$ cat config.mk
export PLATFORM = sky130hd
export DESIGN_NAME = swt4_ctrl
export DESIGN_NICKNAME = d
export VERILOG_FILES = /design/src/hdl/swt4_pkg.sv /design/src/hdl/swt4_ctrl.sv
export SDC_FILE = /design/constraint.sdc
export NUM_CORES = 1
export LEC_CHECK = 0
export BUFFER_PORTS_ARGS = -buffer_cell sky130_fd_sc_hd__buf_4
export CORE_AREA = 2 2 39 41
export DETAILED_ROUTE_END_ITERATION = 10
export DIE_AREA = 0 0 41 43
export PLACE_DENSITY_LB_ADDON = 0.3
export SYNTH_ARGS = -nofsm -noshare
export SYNTH_HDL_FRONTEND = slang
export SYNTH_SLANG_ARGS = --single-unit
$ cat constraint.sdc
create_clock -name clk -period 1.85 [get_ports clk]
set_input_delay 0.2775 -clock clk [delete_from_list [all_inputs] [get_ports clk]]
set_output_delay 0.2775 -clock clk [all_outputs]
set_load 0.03 [all_outputs]
$ cat src/hdl/swt4_pkg.sv
// swt4_pkg: shared constants, request codes and controller/datapath structs
// for the skin weight top-4 collector; no dependencies
package swt4_pkg;

  // default geometry, handed down from the top level
  localparam int MAX_VERTICES_DEF = 1024;
  localparam int SLOTS_DEF        = 4;

  // fixed field widths
  localparam int REQ_W     = 2;
  localparam int VID_W     = 10;
  localparam int BONE_IN_W = 8;
  localparam int BONE_W    = 9;
  localparam int WGT_W     = 16;
  localparam int CFG_W     = 11;
  localparam int OUT_SLOTS = 4;

  // bones at or above this count are dropped on add
  localparam int BONE_COUNT = 256;

  // Q1.15 one and the empty-slot marker
  localparam logic [WGT_W-1:0]  Q_ONE      = 16'h8000;
  localparam logic [BONE_W-1:0] EMPTY_BONE = 9'h1FF;

  // restoring divider: one quotient bit per step
  localparam int DIV_STEPS = 16;
  localparam int DCNT_W    = 4;
  localparam int FRAC_W    = 15;

  // request codes
  localparam logic [REQ_W-1:0] REQ_ADD   = 2'd0;
  localparam logic [REQ_W-1:0] REQ_READ  = 2'd1;
  localparam logic [REQ_W-1:0] REQ_CLEAR = 2'd2;

  // controller to datapath commands
  typedef struct packed {
    logic accept;
    logic clr_start;
    logic clr_step;
    logic add_wr;
    logic sum_ld;
    logic div_ld;
    logic div_step;
    logic out_ld;
  } swt4_cmd_t;

  // datapath to controller status
  typedef struct packed {
    logic clr_last;
    logic div_last;
  } swt4_sts_t;

endpackage

$ cat src/hdl/swt4_ctrl.sv
// swt4_ctrl: sequencing state machine for clear sweep, add, and read/normalize
// depends on swt4_pkg for request codes and command/status structs
module swt4_ctrl (
  input  logic                          clk,
  input  logic                          rst_n,
  input  logic                          in_valid,
  input  logic [swt4_pkg::REQ_W-1:0]    in_req_type,
  output logic                          in_ready,
  output logic                          out_valid,
  input  logic                          out_ready,
  output swt4_pkg::swt4_cmd_t           cmd,
  input  swt4_pkg::swt4_sts_t           sts
);
  import swt4_pkg::*;

  typedef enum logic [2:0] {
    ST_CLEAR,
    ST_IDLE,
    ST_ADD,
    ST_SUM,
    ST_DLD,
    ST_DIV,
    ST_DONE
  } state_t;

  state_t state_r, state_nxt;
  logic   out_valid_r, out_valid_nxt;

  assign in_ready  = (state_r == ST_IDLE);
  assign out_valid = out_valid_r;

  // next state and commands
  always_comb begin
    state_nxt     = state_r;
    cmd           = '0;
    out_valid_nxt = out_valid_r & ~out_ready;
    unique case (state_r)
      ST_CLEAR: begin
        cmd.clr_step = 1'b1;
        if (sts.clr_last) begin
          state_nxt = ST_IDLE;
        end
      end
      ST_IDLE: begin
        if (in_valid) begin
          cmd.accept = 1'b1;
          unique case (in_req_type)
            REQ_ADD:  state_nxt = ST_ADD;
            REQ_READ: state_nxt = ST_SUM;
            REQ_CLEAR: begin
              cmd.clr_start = 1'b1;
              state_nxt     = ST_CLEAR;
            end
            default: state_nxt = ST_IDLE;
          endcase
        end
      end
      ST_ADD: begin
        cmd.add_wr = 1'b1;
        state_nxt  = ST_IDLE;
      end
      ST_SUM: begin
        cmd.sum_ld = 1'b1;
        state_nxt  = ST_DLD;
      end
      ST_DLD: begin
        cmd.div_ld = 1'b1;
        state_nxt  = ST_DIV;
      end
      ST_DIV: begin
        cmd.div_step = 1'b1;
        if (sts.div_last) begin
          state_nxt = ST_DONE;
        end
      end
      ST_DONE: begin
        if (!out_valid_r || out_ready) begin
          cmd.out_ld    = 1'b1;
          out_valid_nxt = 1'b1;
          state_nxt     = ST_IDLE;
        end
      end
      default: state_nxt = ST_IDLE;
    endcase
  end

  // state and registered result valid
  always_ff @(posedge clk) begin
    if (!rst_n) begin
      state_r     <= ST_CLEAR;
      out_valid_r <= 1'b0;
    end else begin
      state_r     <= state_nxt;
      out_valid_r <= out_valid_nxt;
    end
  end

endmodule

== After elaboration in Yosys (flattened, before gate mapping) ==
Index checks and enable logic that the tools add are counted.

* Reduce and logical (&&, ||, !) cells: 5
* Bitwise logic cells: 2
* Mux-type cells: 18
* Equal/unequal tests: 12

{| class="wikitable"
|+ Operators by type and width
! kind !! number
|-
| 3-bit one-hot mux with 6 select lines || 1
|-
| 3-bit 2-to-1 mux || 4
|-
| 1-bit 2-to-1 mux || 10
|-
| 3-bit equality test (second input constant) || 3
|-
| 2-bit != test (second input constant) || 4
|-
| 3-bit by 2-bit equality test with 1-bit output (second input constant) || 2
|-
| 2-bit one-hot mux with 3 select lines || 1
|-
| 2-bit 2-to-1 mux || 2
|-
| 4-bit AND reduction || 1
|-
| 3-bit by 1-bit equality test with 1-bit output (second input constant) || 1
|-
| 3-bit logical NOT || 1
|-
| 2-bit by 1-bit equality test with 1-bit output (second input constant) || 1
|-
| 2-bit equality test (second input constant) || 1
|-
| 2-bit logical NOT || 1
|-
| 1-bit AND || 1
|-
| 1-bit logical NOT || 1
|-
| 1-bit logical OR || 1
|-
| 1-bit NOT || 1
|}

* Word-level logic and storage cells: 39
* Output and inout bits: 10
* Register bits: 4
* Bits of input ports: 8

== Logic depth before layout (Yosys ltp) ==
* Word-level depth: 4
* Depth in mapped cells: 3
* Mapped depth without buffers: 3

== Worst setup path before layout ==
OpenSTA, ideal clock, no wires.

* Path type: reg2out
* Start point: register state_r[1]
* End point: output port cmd[4] (netlist bit)
* Cell stages (with the launch flop): 3
* Data required time: 1572 ps
* Path buffers: 1
* Arrival time: 1260 ps
* Path slack: 312 ps
* Cell sequence: dfxtp_1 -> buf_6 -> nor3b_1

{| class="wikitable"
|+ RTL lines
! what !! RTL line !! text
|-
| start: declaration || swt4_ctrl.sv:26 || <nowiki>state_t state_r, state_nxt;</nowiki>
|-
| start signal: assignment || swt4_ctrl.sv:93 || <nowiki>state_r <= state_nxt;</nowiki>
|-
| end: declaration || swt4_ctrl.sv:11 || <nowiki>output swt4_pkg::swt4_cmd_t cmd,</nowiki>
|}

==> flow_metrics.env <==
export IMPL_firstDrtPassIters=2
export IMPL_wire_per_inst_um=9.63
export IMPL_io_buffers=17
export IMPL_core_area_um2=1380
export IMPL_rsz0062_at_grt="false"
export IMPL_cts_num_sinks=4
export IMPL_post_route_min_period_ns=1.63
export IMPL_cts_resized=0
export IMPL_min_from="rst_n"
export IMPL_post_synth_fa_ha_maj_area_fraction_pct=0
export IMPL_grt_usage_pct=8.95
export IMPL_holdWs_ns=0.338
export IMPL_drive_above_1_share_pct=47.4
export IMPL_finalSetupTns_ns=0
export IMPL_grt_max_degree=14
export IMPL_synth_compound_area_share_pct=17.1
export IMPL_yosysUniqueCellTypes=22
export IMPL_grt_pass1_vias=276
export IMPL_startpoint_type="register"
export IMPL_synth_xor_area_share_pct=0
export IMPL_vias=325
export IMPL_yosysSeqAreaShare_pct=24.3
export IMPL_worstMarginPinSlew_ns=0.387
export IMPL_htree_levels=1
export IMPL_top_usage_layer="met2"
export IMPL_nets=67
export IMPL_cts_hold_buf=0
export IMPL_clk_insertion_delay_late_ns=0.23
export IMPL_ctsLongestPathBuffers=2
export IMPL_grtUsageMet1_pct=8.41
export IMPL_dieArea_um2=1760
export IMPL_final_fill_count=153
export IMPL_num_antenna_cells=0
export IMPL_power_leakage_nw=0.261
export IMPL_syn_inst=38
export IMPL_grt_pass1_wl_um=1020
export IMPL_slew_headroom_pct=74.2
export IMPL_max_freq_mhz=612
export IMPL_synth_top_family_by_area="simple AND/OR/NAND/NOR gates"
export IMPL_met3_usage_pct=1.57
export IMPL_required_ns=1.57
export IMPL_tritoncts="built"
export IMPL_io_pins=18
export IMPL_hold_class="primary input to register"
export IMPL_yosysWarnings=0
export IMPL_syn2layout_area_growth_pct=47.1
export IMPL_gp_congestion=0.660
export IMPL_final_common_cell="buf_4"
export IMPL_status="complete, no violations"
export IMPL_timing_final_max_slew_violations=0
export IMPL_finalCritPeriodShare_pct=88.3
export IMPL_r2r_cells=2
export IMPL_root_buffer="clkbuf_4"
export IMPL_initial_core_util_pct=23.8
export IMPL_drc_errors=0
export IMPL_rows=14
export IMPL_setup_violations=0
export IMPL_hold_viol_final=0
export IMPL_regToRegEndpoint="state_r[2]"
export IMPL_holdPathStages=2
export IMPL_syn_nets=46
export IMPL_arrival_ns=1.36
export IMPL_cts_buffers=3
export IMPL_postCtsSetupBuffers=0
export IMPL_ant_nets=0
export IMPL_synth_simple_area_share_pct=49.4
export IMPL_power_density_nw_per_um2=592
export IMPL_antenna_found_initial=0
export IMPL_crit_path_end_kind="output port"
export IMPL_peakVddDrop_v=0.000157
export IMPL_synthMuxAreaShare_pct=0
export IMPL_reg2reg_slack_ns=0.84
export IMPL_gr_usage_met2_pct=14.1
export IMPL_crit_type="register to output port"
export IMPL_netlist_area_um2=329
export IMPL_hpwl_um=538
export IMPL_r2r_start="state_r[0]"
export IMPL_syn_avg_cell_area_um2=8.66
export IMPL_post_drt_via_cell_ratio=4.45
export IMPL_grt_ovfl_total=0
export IMPL_fin_total_pwr_uw=287
export IMPL_final_cell_mix="buf_4, nand2b_1, dfxtp_1"
export IMPL_fin_skew_ns=0.00121
export IMPL_ys_ff_latch=4
export IMPL_die_w_um=41
export IMPL_chipHeight_um=43
export IMPL_wirelength_um=703
export IMPL_cp_max_fo=13
export IMPL_max_cap_violations=0
export IMPL_drt_iter0_drc=7
export IMPL_clk_pin_slew_ns=0.04
export IMPL_hold_path_endpoint="out_valid"
[cells in the mapped netlist]
library cell  n  area [µm²]
and3b_1       3        26.3
nor2_1        3        11.3
a21boi_1      1        7.51
nor3b_2       1        12.5
o211ai_1      1        7.51
a21oi_1       1        5.00
and2_2        1        7.51
buf_6         2        22.5
nor3b_1       1        7.51
nor2_2        1        6.26
o22ai_1       2        12.5
nor3_1        2        10.0
a31o_1        1        8.76
a22oi_1       2        15.0
buf_4         1        7.51
and3_4        1        11.3
nand2b_1      4        25.0
nand3b_4      1        20.0
dfxtp_1       4        80.1
nand3b_1      1        7.51
nand2_1       3        11.3
nor2b_1       1        6.26
[power breakdown]
group / switching, mW / internal, mW / leakage, nW
registers: 0.00978 / 0.0906 / 0.0326
clock network: 0.0346 / 0.0725 / 0.0138
logic: 0.0387 / 0.0405 / 0.215
total: 0.0831 / 0.204 / 0.261
[flip-flops by register name, indices dropped and copies added, names as in the netlist]
register   flops
out_valid      1
state_r        3
[worst max-delay path: stages (launching register included)]
cell     delay (ns)
dfxtp_1        0.54
and3_4         0.26
and3b_1        0.16
buf_4          0.15
[worst max path at each step]
stage,end,slack (ns),cells after the start,from
global placement,cmd[6],0.49,3,state_r[0]
CTS,cmd[6],0.20,3,state_r[0]
global route,cmd[6],0.16,3,state_r[0]
detailed placement,cmd[6],0.46,3,state_r[0]
floorplan,cmd[4],0.31,2,state_r[1]
finish,cmd[6],0.22,3,state_r[0]
[kinds of logic after synthesis]
group                  after synthesis
and+or+nand+nor                     23
buffers and inverters                3
AOI/OAI and AO/OA                    8
DFF                                  4
[area by class of cell]
| type | instances | area, µm² | area share (%) |
|---|---|---|---|
| Timing Repair Buffer | 19 | 143 | 29.5 |
| Multi-Input combinational cell | 31 | 219 | 45.2 |
| Sequential cell | 4 | 80.1 | 16.5 |
| Tap cell | 16 | 20.0 | 4.13 |
| Clock buffer | 3 | 22.5 | 4.65 |
[stage by stage]
stage | setup WS, ns | utilization (%) | instances | instance area, µm²
2_1_floorplan | 0.312 | - | 38 | 329
3_3_place_gp | 0.493 | 33.4 | 70 | 462
3_5_place_dp | 0.459 | 33.4 | 70 | 462
4_1_cts | 0.204 | 35.0 | 73 | 484
5_1_grt | 0.155 | 35.0 | 73 | 484
6_report | 0.216 | 35.0 | 73 | 484
[routing by layer]
layer / wire length (µm) / vias to the layer above / share of wire, %
li1: - / 175 / -
met1: 291 / 143 / 41
met2: 382 / 7 / 54
met3: 29 / 0 / 4.1
met4: 0 / 0 / 0
met5: 0 / - / 0
(Power assumes the default switching activity.)
